[config.mk]
export PLATFORM = sky130hd
export DESIGN_NAME = direct_color_pixel_writer_flat
export DESIGN_NICKNAME = d
export VERILOG_FILES = /design/src/hw/rtl/dcpw_pkg.sv /design/src/hw/rtl/dcpw_pix_if.sv /design/src/hw/rtl/dcpw_wr_if.sv /design/src/hw/rtl/direct_color_pixel_writer.sv /design/src/flat_wrapper.sv
export SDC_FILE = /design/constraint.sdc
export NUM_CORES = 1
export LEC_CHECK = 0
export BUFFER_PORTS_ARGS = -buffer_cell sky130_fd_sc_hd__buf_2
export CORE_MARGIN = 2
export CORE_UTILIZATION = 25
export CTS_CLUSTER_SIZE = 10
export DETAILED_ROUTE_END_ITERATION = 8
export PLACE_DENSITY = 0.38
export SYNTH_ARGS = -nofsm -noshare
export SYNTH_HDL_FRONTEND = slang
export SYNTH_SLANG_ARGS = --single-unit
[constraint.sdc]
create_clock -name clk_i -period 7.3 [get_ports clk_i]
set_input_delay 0.365 -clock clk_i [delete_from_list [all_inputs] [get_ports clk_i]]
set_output_delay 0.365 -clock clk_i [all_outputs]
set_load 0.005 [all_outputs]
[src/hw/rtl/dcpw_pkg.sv]
// ----------------------------------------------------------------------------
// dcpw_pkg
// shared types and constants of the direct-color pixel writer
// ----------------------------------------------------------------------------
`default_nettype none

package dcpw_pkg;

  // coordinate clamp bound, default for the top-level parameter
  localparam int unsigned MAX_DIMENSION_DEF = 4096;

  // configuration port
  localparam int unsigned CFG_IDX_W  = 3;
  localparam int unsigned CFG_DATA_W = 15;

  typedef enum logic [CFG_IDX_W-1:0] {
    CFG_DISPLAY_WIDTH  = 3'd0,
    CFG_DISPLAY_HEIGHT = 3'd1,
    CFG_LINE_PITCH     = 3'd2,
    CFG_BYTES_PER_PIX  = 3'd3,
    CFG_RED_LAYOUT     = 3'd4,
    CFG_GREEN_LAYOUT   = 3'd5,
    CFG_BLUE_LAYOUT    = 3'd6
  } cfg_idx_e;

  // register widths
  localparam int unsigned DIM_W    = 13;
  localparam int unsigned PITCH_W  = 15;
  localparam int unsigned BPP_W    = 3;
  localparam int unsigned LAYOUT_W = 9;

  // register reset values
  localparam logic [DIM_W-1:0]    WIDTH_RST  = 13'd640;
  localparam logic [DIM_W-1:0]    HEIGHT_RST = 13'd480;
  localparam logic [PITCH_W-1:0]  PITCH_RST  = 15'd2560;
  localparam logic [BPP_W-1:0]    BPP_RST    = 3'd4;
  localparam logic [LAYOUT_W-1:0] RED_RST    = 9'd272;
  localparam logic [LAYOUT_W-1:0] GREEN_RST  = 9'd264;
  localparam logic [LAYOUT_W-1:0] BLUE_RST   = 9'd256;

  // pixel size codes
  localparam logic [BPP_W-1:0] BPP_1 = 3'd1;
  localparam logic [BPP_W-1:0] BPP_2 = 3'd2;
  localparam logic [BPP_W-1:0] BPP_3 = 3'd3;
  localparam logic [BPP_W-1:0] BPP_4 = 3'd4;

  // byte lane enables per pixel size
  localparam logic [3:0] BE_NONE = 4'h0;
  localparam logic [3:0] BE_1    = 4'h1;
  localparam logic [3:0] BE_2    = 4'h3;
  localparam logic [3:0] BE_3    = 4'h7;
  localparam logic [3:0] BE_4    = 4'hF;

  // color word channel positions and channel width
  localparam int unsigned RED_LSB   = 24;
  localparam int unsigned GREEN_LSB = 16;
  localparam int unsigned BLUE_LSB  = 8;
  localparam int unsigned CHAN_W    = 8;
  localparam logic [3:0]  CHAN_MAX  = 4'd8;

  // payload widths
  localparam int unsigned COORD_IN_W = 16;
  localparam int unsigned COLOR_W    = 32;
  localparam int unsigned OFFSET_W   = 26;
  localparam int unsigned DATA_W     = 32;
  localparam int unsigned BE_W       = 4;

  typedef struct packed {
    logic [COORD_IN_W-1:0] pixel_x;
    logic [COORD_IN_W-1:0] pixel_y;
    logic [COLOR_W-1:0]    rgb_color;
  } pixel_t;

  typedef struct packed {
    logic [OFFSET_W-1:0] byte_offset;
    logic [DATA_W-1:0]   write_data;
    logic [BE_W-1:0]     byte_enable;
  } fb_write_t;

endpackage

`default_nettype wire

[src/hw/rtl/dcpw_pix_if.sv]
// ----------------------------------------------------------------------------
// dcpw_pix_if
// pixel write channel: valid/ready with one pixel word
// ----------------------------------------------------------------------------
`default_nettype none

interface dcpw_pix_if;
  logic              valid;
  logic              ready;
  dcpw_pkg::pixel_t  data;

  modport source (output valid, output data, input ready);
  modport sink   (input valid, input data, output ready);
endinterface

`default_nettype wire

[src/hw/rtl/dcpw_wr_if.sv]
// ----------------------------------------------------------------------------
// dcpw_wr_if
// framebuffer write channel: valid/ready with offset, data and lane enables
// ----------------------------------------------------------------------------
`default_nettype none

interface dcpw_wr_if;
  logic                 valid;
  logic                 ready;
  dcpw_pkg::fb_write_t  data;

  modport source (output valid, output data, input ready);
  modport sink   (input valid, input data, output ready);
endinterface

`default_nettype wire

[src/hw/rtl/direct_color_pixel_writer.sv]
// ----------------------------------------------------------------------------
// direct_color_pixel_writer
// turns a pixel write (x, y, rgb color) into one framebuffer write word
// ----------------------------------------------------------------------------
//
//   channel   dir  handshake     word
//   pix_i     in   valid/ready   pixel_x, pixel_y, rgb_color
//   wr_o      out  valid/ready   byte_offset, write_data, byte_enable
//   cfg       in   cfg_we_i      cfg_index_i, cfg_wdata_i (no read-back)
//
// three register stages: clamp and channel right shift, then the two offset
// products and the channel left shifts, then the offset add and lane packing
// into the output register. one word per clock whenever wr_o is not stalled.
// each stage holds its word while the stage after it is full and stalled, so
// a stall on wr_o backs up stage by stage without losing or repeating a word.
// reset clears the stage valid bits and loads the register defaults.
//
`default_nettype none

module direct_color_pixel_writer #(
  parameter int unsigned MAX_DIMENSION = dcpw_pkg::MAX_DIMENSION_DEF
) (
  input  wire                                 clk_i,
  input  wire                                 rst_ni,
  dcpw_pix_if.sink                            pix_i,
  dcpw_wr_if.source                           wr_o,
  input  wire                                 cfg_we_i,
  input  wire  [dcpw_pkg::CFG_IDX_W-1:0]      cfg_index_i,
  input  wire  [dcpw_pkg::CFG_DATA_W-1:0]     cfg_wdata_i
);

  // clamped coordinate and clamp limit widths
  localparam int unsigned CW = $clog2(MAX_DIMENSION);
  localparam int unsigned LW = $clog2(MAX_DIMENSION + 1);
  // product widths
  localparam int unsigned YP_W = CW + dcpw_pkg::PITCH_W;
  localparam int unsigned XB_W = CW + dcpw_pkg::BPP_W;

  // --------------------------------------------------------------------------
  // configuration registers
  // --------------------------------------------------------------------------
  logic [dcpw_pkg::DIM_W-1:0]    width_q, height_q;
  logic [dcpw_pkg::PITCH_W-1:0]  pitch_q;
  logic [dcpw_pkg::BPP_W-1:0]    bpp_q;
  logic [dcpw_pkg::LAYOUT_W-1:0] red_q, green_q, blue_q;

  always_ff @(posedge clk_i or negedge rst_ni) begin
    if (!rst_ni) begin
      width_q  <= dcpw_pkg::WIDTH_RST;
      height_q <= dcpw_pkg::HEIGHT_RST;
      pitch_q  <= dcpw_pkg::PITCH_RST;
      bpp_q    <= dcpw_pkg::BPP_RST;
      red_q    <= dcpw_pkg::RED_RST;
      green_q  <= dcpw_pkg::GREEN_RST;
      blue_q   <= dcpw_pkg::BLUE_RST;
    end else if (cfg_we_i) begin
      unique case (dcpw_pkg::cfg_idx_e'(cfg_index_i))
        dcpw_pkg::CFG_DISPLAY_WIDTH:  width_q  <= cfg_wdata_i[dcpw_pkg::DIM_W-1:0];
        dcpw_pkg::CFG_DISPLAY_HEIGHT: height_q <= cfg_wdata_i[dcpw_pkg::DIM_W-1:0];
        dcpw_pkg::CFG_LINE_PITCH:     pitch_q  <= cfg_wdata_i[dcpw_pkg::PITCH_W-1:0];
        dcpw_pkg::CFG_BYTES_PER_PIX:  bpp_q    <= cfg_wdata_i[dcpw_pkg::BPP_W-1:0];
        dcpw_pkg::CFG_RED_LAYOUT:     red_q    <= cfg_wdata_i[dcpw_pkg::LAYOUT_W-1:0];
        dcpw_pkg::CFG_GREEN_LAYOUT:   green_q  <= cfg_wdata_i[dcpw_pkg::LAYOUT_W-1:0];
        dcpw_pkg::CFG_BLUE_LAYOUT:    blue_q   <= cfg_wdata_i[dcpw_pkg::LAYOUT_W-1:0];
        default: ; // unmapped index, write ignored
      endcase
    end
  end

  // --------------------------------------------------------------------------
  // helpers
  // --------------------------------------------------------------------------

  // effective limit: zero acts as one, anything above the bound is the bound
  function automatic logic [LW-1:0] eff_limit(input logic [dcpw_pkg::DIM_W-1:0] r);
    logic [LW-1:0] lim;
    if (r == '0) begin
      lim = LW'(1);
    end else if (32'(r) > 32'(MAX_DIMENSION)) begin
      lim = LW'(MAX_DIMENSION);
    end else begin
      lim = LW'(r);
    end
    return lim;
  endfunction

  function automatic logic [CW-1:0] clamp_coord(
    input logic [dcpw_pkg::COORD_IN_W-1:0] c,
    input logic [LW-1:0]                   lim
  );
    logic [CW-1:0] res;
    if (32'(c) >= 32'(lim)) begin
      res = CW'(lim - LW'(1));
    end else begin
      res = CW'(c);
    end
    return res;
  endfunction

  // drop the low (8 - size) bits of a channel, size saturates at 8
  function automatic logic [dcpw_pkg::CHAN_W-1:0] chan_rshift(
    input logic [dcpw_pkg::CHAN_W-1:0]   v,
    input logic [dcpw_pkg::LAYOUT_W-1:0] lay
  );
    logic [3:0] sz;
    sz = lay[8:5];
    if (sz > dcpw_pkg::CHAN_MAX) begin
      sz = dcpw_pkg::CHAN_MAX;
    end
    return v >> (dcpw_pkg::CHAN_MAX - sz);
  endfunction

  // --------------------------------------------------------------------------
  // stage handshake: a stage takes a word when it is empty or draining
  // --------------------------------------------------------------------------
  logic s1_valid_q, s2_valid_q, s3_valid_q;
  logic s1_rdy, s2_rdy, s3_rdy;

  assign s3_rdy      = !s3_valid_q || wr_o.ready;
  assign s2_rdy      = !s2_valid_q || s3_rdy;
  assign s1_rdy      = !s1_valid_q || s2_rdy;
  assign pix_i.ready = s1_rdy;

  logic s1_load, s2_load, s3_load;
  assign s1_load = s1_rdy && pix_i.valid;
  assign s2_load = s2_rdy && s1_valid_q;
  assign s3_load = s3_rdy && s2_valid_q;

  always_ff @(posedge clk_i or negedge rst_ni) begin
    if (!rst_ni) begin
      s1_valid_q <= 1'b0;
      s2_valid_q <= 1'b0;
      s3_valid_q <= 1'b0;
    end else begin
      if (s1_rdy) begin
        s1_valid_q <= pix_i.valid;
      end
      if (s2_rdy) begin
        s2_valid_q <= s1_valid_q;
      end
      if (s3_rdy) begin
        s3_valid_q <= s2_valid_q;
      end
    end
  end

  // --------------------------------------------------------------------------
  // stage 1: clamp coordinates, cut channels to their size
  // --------------------------------------------------------------------------
  logic [CW-1:0]               s1_x_d, s1_y_d, s1_x_q, s1_y_q;
  logic [dcpw_pkg::CHAN_W-1:0] s1_r_d, s1_g_d, s1_b_d;
  logic [dcpw_pkg::CHAN_W-1:0] s1_r_q, s1_g_q, s1_b_q;

  always_comb begin
    s1_x_d = clamp_coord(pix_i.data.pixel_x, eff_limit(width_q));
    s1_y_d = clamp_coord(pix_i.data.pixel_y, eff_limit(height_q));
    s1_r_d = chan_rshift(pix_i.data.rgb_color[dcpw_pkg::RED_LSB +: dcpw_pkg::CHAN_W], red_q);
    s1_g_d = chan_rshift(pix_i.data.rgb_color[dcpw_pkg::GREEN_LSB +: dcpw_pkg::CHAN_W],
                         green_q);
    s1_b_d = chan_rshift(pix_i.data.rgb_color[dcpw_pkg::BLUE_LSB +: dcpw_pkg::CHAN_W], blue_q);
  end

  always_ff @(posedge clk_i) begin
    if (s1_load) begin
      s1_x_q <= s1_x_d;
      s1_y_q <= s1_y_d;
      s1_r_q <= s1_r_d;
      s1_g_q <= s1_g_d;
      s1_b_q <= s1_b_d;
    end
  end

  // --------------------------------------------------------------------------
  // stage 2: line and column products, channels moved to their positions
  // --------------------------------------------------------------------------
  logic [YP_W-1:0]             s2_yp_d, s2_yp_q;
  logic [XB_W-1:0]             s2_xb_d, s2_xb_q;
  logic [dcpw_pkg::DATA_W-1:0] s2_packed_d, s2_packed_q;

  always_comb begin
    s2_yp_d = YP_W'(s1_y_q) * YP_W'(pitch_q);
    s2_xb_d = XB_W'(s1_x_q) * XB_W'(bpp_q);
    // bits moved past bit 31 fall off
    s2_packed_d = (dcpw_pkg::DATA_W'(s1_r_q) << red_q[4:0])
                | (dcpw_pkg::DATA_W'(s1_g_q) << green_q[4:0])
                | (dcpw_pkg::DATA_W'(s1_b_q) << blue_q[4:0]);
  end

  always_ff @(posedge clk_i) begin
    if (s2_load) begin
      s2_yp_q     <= s2_yp_d;
      s2_xb_q     <= s2_xb_d;
      s2_packed_q <= s2_packed_d;
    end
  end

  // --------------------------------------------------------------------------
  // stage 3: offset sum and byte lane packing into the output register
  // --------------------------------------------------------------------------
  logic [YP_W:0]       s3_sum;
  dcpw_pkg::fb_write_t s3_d, s3_q;

  always_comb begin
    s3_sum = (YP_W+1)'(s2_yp_q) + (YP_W+1)'(s2_xb_q);
    s3_d.byte_offset = dcpw_pkg::OFFSET_W'(s3_sum);
    unique case (bpp_q)
      dcpw_pkg::BPP_1: begin
        s3_d.write_data  = {24'h0, s2_packed_q[7:0]};
        s3_d.byte_enable = dcpw_pkg::BE_1;
      end
      dcpw_pkg::BPP_2: begin
        s3_d.write_data  = {16'h0, s2_packed_q[15:0]};
        s3_d.byte_enable = dcpw_pkg::BE_2;
      end
      dcpw_pkg::BPP_3: begin
        // three-byte pixels go out high byte first
        s3_d.write_data  = {8'h0, s2_packed_q[7:0], s2_packed_q[15:8], s2_packed_q[23:16]};
        s3_d.byte_enable = dcpw_pkg::BE_3;
      end
      dcpw_pkg::BPP_4: begin
        s3_d.write_data  = s2_packed_q;
        s3_d.byte_enable = dcpw_pkg::BE_4;
      end
      default: begin
        // unsupported pixel size: a write that touches nothing
        s3_d.byte_offset = '0;
        s3_d.write_data  = '0;
        s3_d.byte_enable = dcpw_pkg::BE_NONE;
      end
    endcase
  end

  always_ff @(posedge clk_i) begin
    if (s3_load) begin
      s3_q <= s3_d;
    end
  end

  assign wr_o.valid = s3_valid_q;
  assign wr_o.data  = s3_q;

endmodule

`default_nettype wire

[src/flat_wrapper.sv]
// flat-port wrapper written by rule: the top's interface ports become plain ports
module direct_color_pixel_writer_flat 
#(
  parameter int unsigned MAX_DIMENSION = dcpw_pkg::MAX_DIMENSION_DEF
)
  (clk_i, rst_ni, cfg_we_i, cfg_index_i, cfg_wdata_i, pix_i_valid, pix_i_data, pix_i_ready, wr_o_valid, wr_o_data, wr_o_ready);
  dcpw_pix_if pix_i_i ();
  dcpw_wr_if wr_o_i ();
  input  wire clk_i;
  input  wire rst_ni;
  input  wire cfg_we_i;
  input  wire  [dcpw_pkg::CFG_IDX_W-1:0] cfg_index_i;
  input  wire  [dcpw_pkg::CFG_DATA_W-1:0] cfg_wdata_i;
  input wire logic [$bits(pix_i_i.valid)-1:0] pix_i_valid;
  input wire logic [$bits(pix_i_i.data)-1:0] pix_i_data;
  output wire logic [$bits(pix_i_i.ready)-1:0] pix_i_ready;
  output wire logic [$bits(wr_o_i.valid)-1:0] wr_o_valid;
  output wire logic [$bits(wr_o_i.data)-1:0] wr_o_data;
  input wire logic [$bits(wr_o_i.ready)-1:0] wr_o_ready;
  assign pix_i_i.valid = pix_i_valid;
  assign pix_i_i.data = pix_i_data;
  assign pix_i_ready = pix_i_i.ready;
  assign wr_o_valid = wr_o_i.valid;
  assign wr_o_data = wr_o_i.data;
  assign wr_o_i.ready = wr_o_ready;
  direct_color_pixel_writer #(.MAX_DIMENSION(MAX_DIMENSION)) u_core (.clk_i(clk_i), .rst_ni(rst_ni), .pix_i(pix_i_i), .wr_o(wr_o_i), .cfg_we_i(cfg_we_i), .cfg_index_i(cfg_index_i), .cfg_wdata_i(cfg_wdata_i));
endmodule
==> impl_metrics.csv, run 1 <==
group,metric,value,unit
sta,relSlewSlack,0.2374,
global_route,grt_busiest_layer,"met2",
global_route,grt_util_met3,0.02163,
synth,async_reset_ff_frac,0.2879,
finish,drive_gt1_frac,0.1609,
synth,yosys_warnings,0,
setup_path,cp_data_arrival_time,6.03,ns
detailed_routing,drt_iter0_drc,822,
synth,synthFlopType,"edfxtp_1",
clock_tree,cts.path.max_buffers,3,
clock_tree,clock_sinks,257,
detailed_routing,dr.pass1.iters,7,
setup_path,worstSetupPathType,"reg2reg",
detailed_routing,wl_per_cell,18.56,µm
floorplanning,die_w,292.7,µm
sta,hold_viol_final,0,
setup_path,crit_path_end_kind,"flop",
setup_path,slowest_stage,"edfxtp_1",
run_status,status,"complete, no violations",
setup_path,crit_chain,"and2_1 > fa_1 > inv_1 > fa_1 > inv_1 > fa_1 > fa_1 > inv_1 > fa_1 > inv_1 > ha_1 > and3_1 > a221o_1 > a22o_1 > a2111oi_4 > o21ai_2 > xnor2_1",
finish,final_core_util,0.2887,
floorplanning,num_rows,105,
global_route,gr-usage-all-layers,0.1431,
finish,syn_to_final_growth,13.98,%
setup_path,path_delay_family,"adder cells",
setup_path,critPathBufInv,4,
global_route,met1_usage,0.2136,
setup_path,path_common_cell,"fa_1",
sta,setup_violations,0,
setup_path,path_max_fanout,15,
global_route,antenna_found_initial,8,
floorplanning,core,0.08224,mm²
sta,period_needed,5.744,ns
detailed_routing,ant_nets,0,
clock_tree,clock-root-buffer,"clkbuf_16",
synth,ys_seq_area_frac,0.3535,
min_path,min_path_type,"in2reg",
clock_tree,clock_latency,0.55,ns
global_route,use_met2,0.2137,
synth,synth_nets,2403,
detailed_routing,vias,15180,
sta,fin_hold_ws,0.06901,ns
global_route,grt_overflow,0,
synth,synth_top_area_cell,"edfxtp_1",
floorplanning,num_io_pins,151,
synth,syn_area,0.02083,mm²
detailed_routing,drt_wl_total,60420,µm
synth,synthMuxAreaShare,0.09514,
synth,synth_most_common_cell,"nand2_1",
synth,synth_cells,2053,
sta,finalCritPeriodShare,0.7868,
placed_design,gp_congestion,0.8519,
floorplanning,start_util,0.2533,
synth,synth_commonest_cells,"nand2_1, inv_1, edfxtp_1",
setup_path,start_kind,"flop",
clock_tree,cts.clk_slew.worst_paths,0.05,ns
sta,tightest_slew,1.136,ns
synth,synth_edf_count,183,
sta,drv_slew,0,
synth,ys_ff_latch,257,
setup_path,required,7.58,ns
global_route,grt_pass1_vias,15700,
finish,layout.nets,2507,
sta,rsz0062_at_grt,"no",
clock_tree,cts_resized,0,
detailed_routing,via_per_inst,4.663,
sta,setup_tns,0,ns
synth,synth_xor_area_frac,0.02090,
flow_run,maxCapViolations,0,
detailed_routing,route.detailed.drc,0,
synth,synth_cell_types,82,
synth,synth_adder_area_share,0.2088,
synth,synthTopCellsByArea,"edfxtp_1, fa_1, ha_1",
placed_design,port_buffers,142,
placed_design,hpwl,46670,µm
clock_tree,numCtsBuffers,35,
synth,synth_compound_area_frac,0.1133,
clock_tree,post_cts_buffers,0,
clock_tree,cts_tree,"done",
sta,fin_skew,0.02337,ns
synth,synth_top_area_frac,0.2638,
synth,syn_area_per_cell,10.15,µm²
floorplanning,dieArea,0.08565,mm²
synth,synth_top_family_by_area,"adder cells",
setup_path,worst_path_largest_cell_delay,0.72,ns
clock_tree,h-tree-depth,2,
global_route,grt_max_degree,74,
sta,clock.fmax,0.1741,GHz
synth,synthSimpleGateAreaFrac,0.1480,
global_route,grt_pass1_wl,95420,µm
floorplanning,die_y,292.7,µm
==> metal layers <==
layer | part of all wire | wire length (µm)
met5 | 0.00060 | 36
met4 | 0.023 | 1387
met3 | 0.040 | 2441
met2 | 0.43 | 25710
met1 | 0.51 | 30850
==> logic make-up after synthesis <==
logic type               Yosys count
AND/OR/NAND/NOR                  648
AO/OA/AOI/OAI                    341
buffers and inverters            324
adder cells (fa/ha/maj)          263
flip-flops                       257
multiplexers                     172
XOR/XNOR                          48
==> through the flow <==
stage	instances	instance area (µm²)	worst slack [ns]
after floorplan	2053	20830	1.896
after global placement	3188	22610	1.551
after detailed placement	3188	22610	1.534
after CTS	3252	23740	1.537
after global routing	3254	23740	1.150
final	3255	23740	1.556
==> placed cells by master, fill, tap and decap left out, types with 34 or more instances in the layout <==
master / instances
and2_1: 81
ha_1: 122
o21ai_0: 68
dfrtp_1: 60
nand2_1: 287
edfxtp_1: 183
xnor2_1: 34
mux2i_1: 48
a21oi_1: 58
nor2_1: 84
clkbuf_16: 36
buf_2: 141
inv_1: 233
fa_1: 141
nor3_1: 38
mux2_2: 104
==> cell type report <==
| class | count | area, µm² |
|---|---|---|
| well taps | 1070 | 1339 |
| fillers | 8578 | 58500 |
| repair buffers | 154 | 808.3 |
| diodes | 3 | 7.507 |
| clock inverters | 10 | 143.9 |
| flip-flops and latches | 257 | 7365 |
| multi-input cells | 1472 | 12230 |
| clock buffers | 52 | 960.9 |
| inverters | 237 | 889.6 |
==> worst paths after layout <==
path,start,end,slack (ns),cells after the start
setup / recovery,u_core.s1_y_q[6]$_DFFE_PP_,u_core.s2_yp_q[25]$_DFFE_PP_,1.56,17
hold / removal,cfg_wdata_i[13],u_core.pitch_q[13]$_DFFE_PN0P_,0.07,2
setup reg to reg,u_core.s1_y_q[6]$_DFFE_PP_,u_core.s2_yp_q[25]$_DFFE_PP_,1.56,17
hold reg to reg,u_core.s2_valid_q$_DFFE_PN0P_,u_core.wr_o.valid$_DFFE_PN0P_,0.49,1
max in group asynchronous,rst_ni,u_core.s2_valid_q$_DFFE_PN0P_,5.93,3
min in group asynchronous,rst_ni,u_core.blue_q[2]$_DFFE_PN0P_,0.19,2
==> state kept, by name, summed over array words and instances (netlist names) <==
signal / flops
u_core.green_q: 9
u_core.s1_b_q: 8
u_core.pitch_q: 15
u_core.s2_xb_q: 15
u_core.s2_valid_q: 1
u_core.red_q: 9
u_core.s1_g_q: 8
u_core.s1_valid_q: 1
u_core.height_q: 13
u_core.blue_q: 9
u_core.s1_r_q: 8
u_core.s1_y_q: 12
u_core.s1_x_q: 12
u_core.s2_packed_q: 32
u_core.width_q: 13
u_core.wr_o.valid: 1
u_core.wr_o.data: 62
u_core.bpp_q: 3
u_core.s2_yp_q: 26
==> repair_timing <==
| action | 4_1_cts | 5_1_grt |
|---|---|---|
| hold endpoints to repair | 10 | 0 |
| hold buffers | 2 | 0 |
| setup endpoints to repair | 0 | 0 |
Power of run 1 is not shown: default switching activity piles up to over one toggle a cycle in this logic, so the estimate is an artifact.
==> run 2: changes to the inputs <==
==> constraint.sdc (replaced) <==
create_clock -name clk_i -period 5.8 [get_ports clk_i]
set_input_delay 0.29 -clock clk_i [delete_from_list [all_inputs] [get_ports clk_i]]
set_output_delay 0.29 -clock clk_i [all_outputs]
set_load 0.005 [all_outputs]
==> run 2 against run 1 <==
- final area is 1.4% higher
- clock skew is 0.0066 ns lower
- global-route usage is 0.17 points lower
==> impl_metrics.csv, run 2 (synthesized netlist as in run 1, its figures left out) <==
group,metric,value,unit
global_route,grt_pass1_wl,94740,µm
global_route,grt_overflow,0,
clock_tree,numCtsBuffers,37,
setup_path,required,6.07,ns
sta,rsz0062_at_grt,"no",
detailed_routing,route.detailed.drc,0,
finish,largest_reg_flops,62,
placed_design,port_buffers,142,
floorplanning,num_io_pins,151,
setup_path,reg2reg_depth,17,
setup_path,crit_path_start,"u_core.s1_y_q[8]$_DFFE_PP_",
clock_tree,cts_resized,0,
sta,relSlewSlack,0.1967,
setup_path,cp_data_arrival_time,5.82,ns
floorplanning,die_y,292.7,µm
global_route,antenna_found_initial,10,
finish,final_cell_mix,"nand2_1, inv_1, edfxtp_1, fa_1, buf_2",
sta,finalCritPeriodShare,0.9566,
sta,clock.fmax,0.1802,GHz
clock_tree,clock_sinks,257,
run_status,status,"complete, no violations",
sta,period_needed,5.548,ns
clock_tree,cts.clk_slew.worst_paths,0.06,ns
setup_path,critPathBufInv,4,
detailed_routing,via_per_inst,4.664,
sta,drv_slew,0,
finish,fill_cells,8646,
setup_path,path_max_fanout,15,
setup_path,start_kind,"flop",
floorplanning,start_util,0.2533,
floorplanning,num_rows,105,
sta,setup_violations,0,
detailed_routing,dr.pass1.iters,5,
flow_run,maxCapViolations,0,
setup_path,path_common_cell,"fa_1",
detailed_routing,wl_per_cell,18.27,µm
floorplanning,die_w,292.7,µm
placed_design,gp_congestion,0.8479,
setup_path,worst_path_largest_cell_delay,0.64,ns
sta,hold_viol_final,0,
detailed_routing,ant_nets,0,
setup_path,r2r_slack,0.25,ns
detailed_routing,vias,15340,
finish,layout.nets,2535,
sta,setup_ws,0.2515,ns
min_path,hold_end,"u_core.red_q[4]$_DFFE_PN1P_",
setup_path,worstSetupPathType,"reg2reg",
finish,syn_to_final_growth,15.53,%
setup_path,path_delay_family,"adder cells",
global_route,gr-usage-all-layers,0.1414,
floorplanning,core,0.08224,mm²
detailed_routing,drt_wl_total,60070,µm
setup_path,crit_path_end_kind,"flop",
setup_path,worstReg2RegEnd,"u_core.s2_yp_q[25]$_DFFE_PP_",
global_route,grt_pass1_vias,16030,
placed_design,hpwl,47710,µm
clock_tree,cts_tree,"done",
sta,setup_tns,0,ns
clock_tree,clock-root-buffer,"clkbuf_16",
sta,fin_skew,0.01674,ns
finish,drive_gt1_frac,0.1717,
detailed_routing,drt_iter0_drc,929,
global_route,grt_max_degree,71,
min_path,hp-start,"cfg_wdata_i[4]",
placed_design,pre_cts_slack,0.2323,ns
clock_tree,h-tree-depth,2,
clock_tree,clock_latency,0.55,ns
setup_path,rr_startpoint,"u_core.s1_y_q[8]$_DFFE_PP_",
min_path,holdPathStages,3,
min_path,min_path_type,"in2reg",
finish,final_common_cell,"nand2_1",
clock_tree,cts.path.max_buffers,3,
setup_path,slowest_stage,"edfxtp_1",
floorplanning,dieArea,0.08565,mm²
setup_path,crit_chain,"and2_1 > fa_1 > inv_1 > fa_1 > inv_1 > fa_1 > fa_1 > inv_1 > fa_1 > inv_1 > ha_1 > and3_1 > a221o_1 > a22o_1 > a2111oi_4 > o21ai_2 > xnor2_1",
sta,tightest_slew,1.197,ns
[run 2: worst max path at each step]
stage | cells past startpoint | to
5_1_grt | 16 | u_core.s2_yp_q[25]$_DFFE_PP_
3_5_place_dp | 16 | u_core.s2_yp_q[25]$_DFFE_PP_
6_report | 17 | u_core.s2_yp_q[25]$_DFFE_PP_
2_1_floorplan | 18 | u_core.s2_yp_q[25]$_DFFE_PP_
3_3_place_gp | 16 | u_core.s2_yp_q[25]$_DFFE_PP_
4_1_cts | 16 | u_core.s2_yp_q[25]$_DFFE_PP_
[run 2: timing repair]
action	4_1_cts	5_1_grt
setup endpoints to repair	0	3
endpoints found under the hold margin	14	0
hold buffers	5	0
buffers inserted	0	4
[run 2: tightest hold or removal path, cell delays in order]
cell	delay [ns]
buf_2	0.18
nand2_1	0.08
o21ai_0	0.07
[run 2: stage by stage]
step / instance area (µm²) / std cells / hold slack [ns] / util
final: 24070 / 3288 / 0.07976 / 0.2926
after global routing: 24060 / 3286 / 0.07554 / 0.2926
after CTS: 24010 / 3279 / 0.04838 / 0.2920
after detailed placement: 22750 / 3207 / 0.1543 / 0.2767
after global placement: 22750 / 3207 / 0.1465 / 0.2767
after floorplan: 20830 / 2053 / -0.005591 / -
[run 2: cell type report]
| class | count | area (µm²) | area share |
|---|---|---|---|
| flip-flops and latches | 257 | 7365 | 0.3060 |
| clock inverters | 16 | 187.7 | 0.007799 |
| inverters | 237 | 889.6 | 0.03697 |
| clock buffers | 51 | 1020 | 0.04237 |
| well taps | 1070 | 1339 | 0.05563 |
| repair buffers | 180 | 1023 | 0.04253 |
| multi-input cells | 1472 | 12230 | 0.5082 |
| diodes | 5 | 12.51 | 0.0005199 |
[run 2: routing by layer]
layer / vias to the layer above / part of all wire / GRT usage
li1: 7400 / - / -
met1: 7576 / 0.50 / 0.2025
met2: 282 / 0.44 / 0.2232
met3: 71 / 0.039 / 0.02284
met4: 6 / 0.018 / 0.03189
met5: - / 0.00062 / 0
Power of run 2 is left out for the same reason.
==> run 3: changes to the inputs <==
--- a/config.mk
+++ b/config.mk
@@ -10,7 +10,7 @@
 export CORE_UTILIZATION = 25
 export CTS_CLUSTER_SIZE = 10
 export DETAILED_ROUTE_END_ITERATION = 8
-export PLACE_DENSITY = 0.38
+export PLACE_DENSITY = 0.46
 export SYNTH_ARGS = -nofsm -noshare
 export SYNTH_HDL_FRONTEND = slang
 export SYNTH_SLANG_ARGS = --single-unit
==> run 3 against run 2 <==
- die area did not move
- critical path depth rose by 1
- final area fell by 0.64%
- critical endpoint is now u_core.s2_yp_q[21]$_DFFE_PP_
==> impl_metrics.csv, run 3 (synthesized netlist as in run 1, its figures left out) <==
group,metric,value,unit
sta,relSlewSlack,0.2271,
floorplanning,die_y,292.7,µm
global_route,grt_pass1_vias,15720,
run_status,status,"complete, no violations",
placed_design,pre_cts_slack,0.3073,ns
floorplanning,core,0.08224,mm²
finish,layoutNonFillerInstCount,3281,
setup_path,r2r_slack,0.31,ns
finish,final_common_cell,"nand2_1",
placed_design,hpwl,46140,µm
sta,setup_violations,0,
detailed_routing,vias,15340,
detailed_routing,wl_per_cell,17.92,µm
clock_tree,cts.clk_slew.worst_paths,0.05,ns
clock_tree,clock_latency,0.54,ns
clock_tree,cts_tree,"done",
setup_path,path_max_fanout,8,
detailed_routing,dr.pass1.iters,5,
sta,setup_tns,0,ns
floorplanning,dieArea,0.08565,mm²
setup_path,cp_data_arrival_time,5.74,ns
global_route,antenna_found_initial,6,
global_route,gr-usage-all-layers,0.1374,
sta,setup_ws,0.3139,ns
finish,drive_gt1_frac,0.1707,
setup_path,start_kind,"flop",
clock_tree,clock-root-buffer,"clkbuf_16",
finish,syn_to_final_growth,14.78,%
finish,seqCellArea,0.007365,mm²
finish,layout.nets,2532,
floorplanning,num_io_pins,151,
clock_tree,cts.path.max_buffers,3,
sta,period_needed,5.486,ns
flow_run,maxCapViolations,0,
finish,largest_reg_flops,62,
sta,fin_skew,0.02033,ns
sta,drv_slew,0,
floorplanning,num_rows,105,
placed_design,dp.cells,3210,
finish,final_cell_mix,"nand2_1, inv_1, edfxtp_1, fa_1, buf_2",
sta,finalCritPeriodShare,0.9459,
setup_path,crit_path_end_kind,"flop",
setup_path,required,6.06,ns
placed_design,port_buffers,142,
clock_tree,cts_resized,0,
global_route,grt_overflow,0,
setup_path,worstSetupPathType,"reg2reg",
finish,fill_cells,8598,
floorplanning,die_w,292.7,µm
placed_design,place_area,0.02278,mm²
detailed_routing,via_per_inst,4.677,
clock_tree,post_cts_buffers,0,
clock_tree,clock_sinks,257,
detailed_routing,ant_nets,0,
floorplanning,start_util,0.2533,
finish,fin_area,0.02391,mm²
detailed_routing,drt_iter0_drc,778,
global_route,grt_max_degree,74,
detailed_routing,drt_wl_total,58800,µm
clock_tree,hold_buffers,4,
min_path,min_path_type,"in2reg",
sta,hold_viol_final,0,
finish,multi_input_area,0.01223,mm²
detailed_routing,route.detailed.drc,0,
global_route,grt_pass1_wl,92270,µm
clock_tree,numCtsBuffers,36,
placed_design,gp_congestion,0.8651,
sta,rsz0062_at_grt,"no",
sta,tightest_slew,1.152,ns
sta,clock.fmax,0.1823,GHz
clock_tree,h-tree-depth,2,
[run 3: cell types whose count changed in the layout (fill, tap and decap cells not counted), sizes merged]
| cell | delta |
|---|---|
| clkinvlp | +1 |
| diode | -2 |
| buf | -1 |
| clkbuf | +2 |
| dlygate4sd3 | -1 |
| bufinv | -2 |
| inv | -1 |
| clkinv | -3 |
[run 3: final timing paths]
path                            depth (start not counted)                     startpoint                       endpoint
worst min register to register                          1  u_core.s1_valid_q$_DFFE_PN0N_  u_core.s2_valid_q$_DFFE_PN0P_
min in group asynchronous                               2                         rst_ni   u_core.blue_q[1]$_DFFE_PN0P_
worst min-delay path                                    4                     wr_o_ready  u_core.s2_valid_q$_DFFE_PN0P_
worst max-delay path                                   18     u_core.s1_y_q[6]$_DFFE_PP_   u_core.s2_yp_q[21]$_DFFE_PP_
max in group asynchronous                               3                         rst_ni  u_core.s2_valid_q$_DFFE_PN0P_
worst max register to register                         18     u_core.s1_y_q[6]$_DFFE_PP_   u_core.s2_yp_q[21]$_DFFE_PP_
[run 3: final cells by class]
cell class                      count  share of cell area
Antenna cell                        3           0.0003140
Sequential cell                   257              0.3080
Clock buffer                       53             0.04118
Clock inverter                     11            0.004291
Inverter                          237             0.03721
Multi-Input combinational cell   1472              0.5115
Tap cell                         1070             0.05599
Timing Repair Buffer              178             0.04155
[run 3: layer usage]
| metal | routed length (µm) | vias up | part of all wire | GRT usage |
|---|---|---|---|---|
| met3 | 2822 | 70 | 0.048 | 0.02474 |
| met5 | 34 | - | 0.00058 | 0 |
| met1 | 28300 | 7583 | 0.48 | 0.1902 |
| li1 | - | 7383 | - | - |
| met4 | 1282 | 6 | 0.022 | 0.03540 |
| met2 | 26360 | 302 | 0.45 | 0.2208 |
[run 3: per-stage QoR]
stage	hold slack, ns	util
2_1_floorplan	-0.005591	-
3_3_place_gp	0.1135	0.2769
3_5_place_dp	0.1200	0.2769
4_1_cts	0.009341	0.2906
5_1_grt	0.04814	0.2906
6_report	0.05025	0.2907
[run 3: worst max-delay path, stage by stage (launching register included)]
cell	delay, ns
edfxtp_1	0.53
buf_4	0.24
and2_1	0.18
fa_1	0.53
inv_1	0.05
fa_1	0.49
fa_1	0.49
inv_1	0.05
fa_1	0.47
inv_1	0.05
fa_1	0.52
inv_1	0.06
ha_1	0.40
nand2_1	0.10
o21ai_0	0.31
a211oi_2	0.09
a21oi_2	0.29
mux2i_1	0.22
o2111ai_1	0.14
Power of run 3 is left out for the same reason.
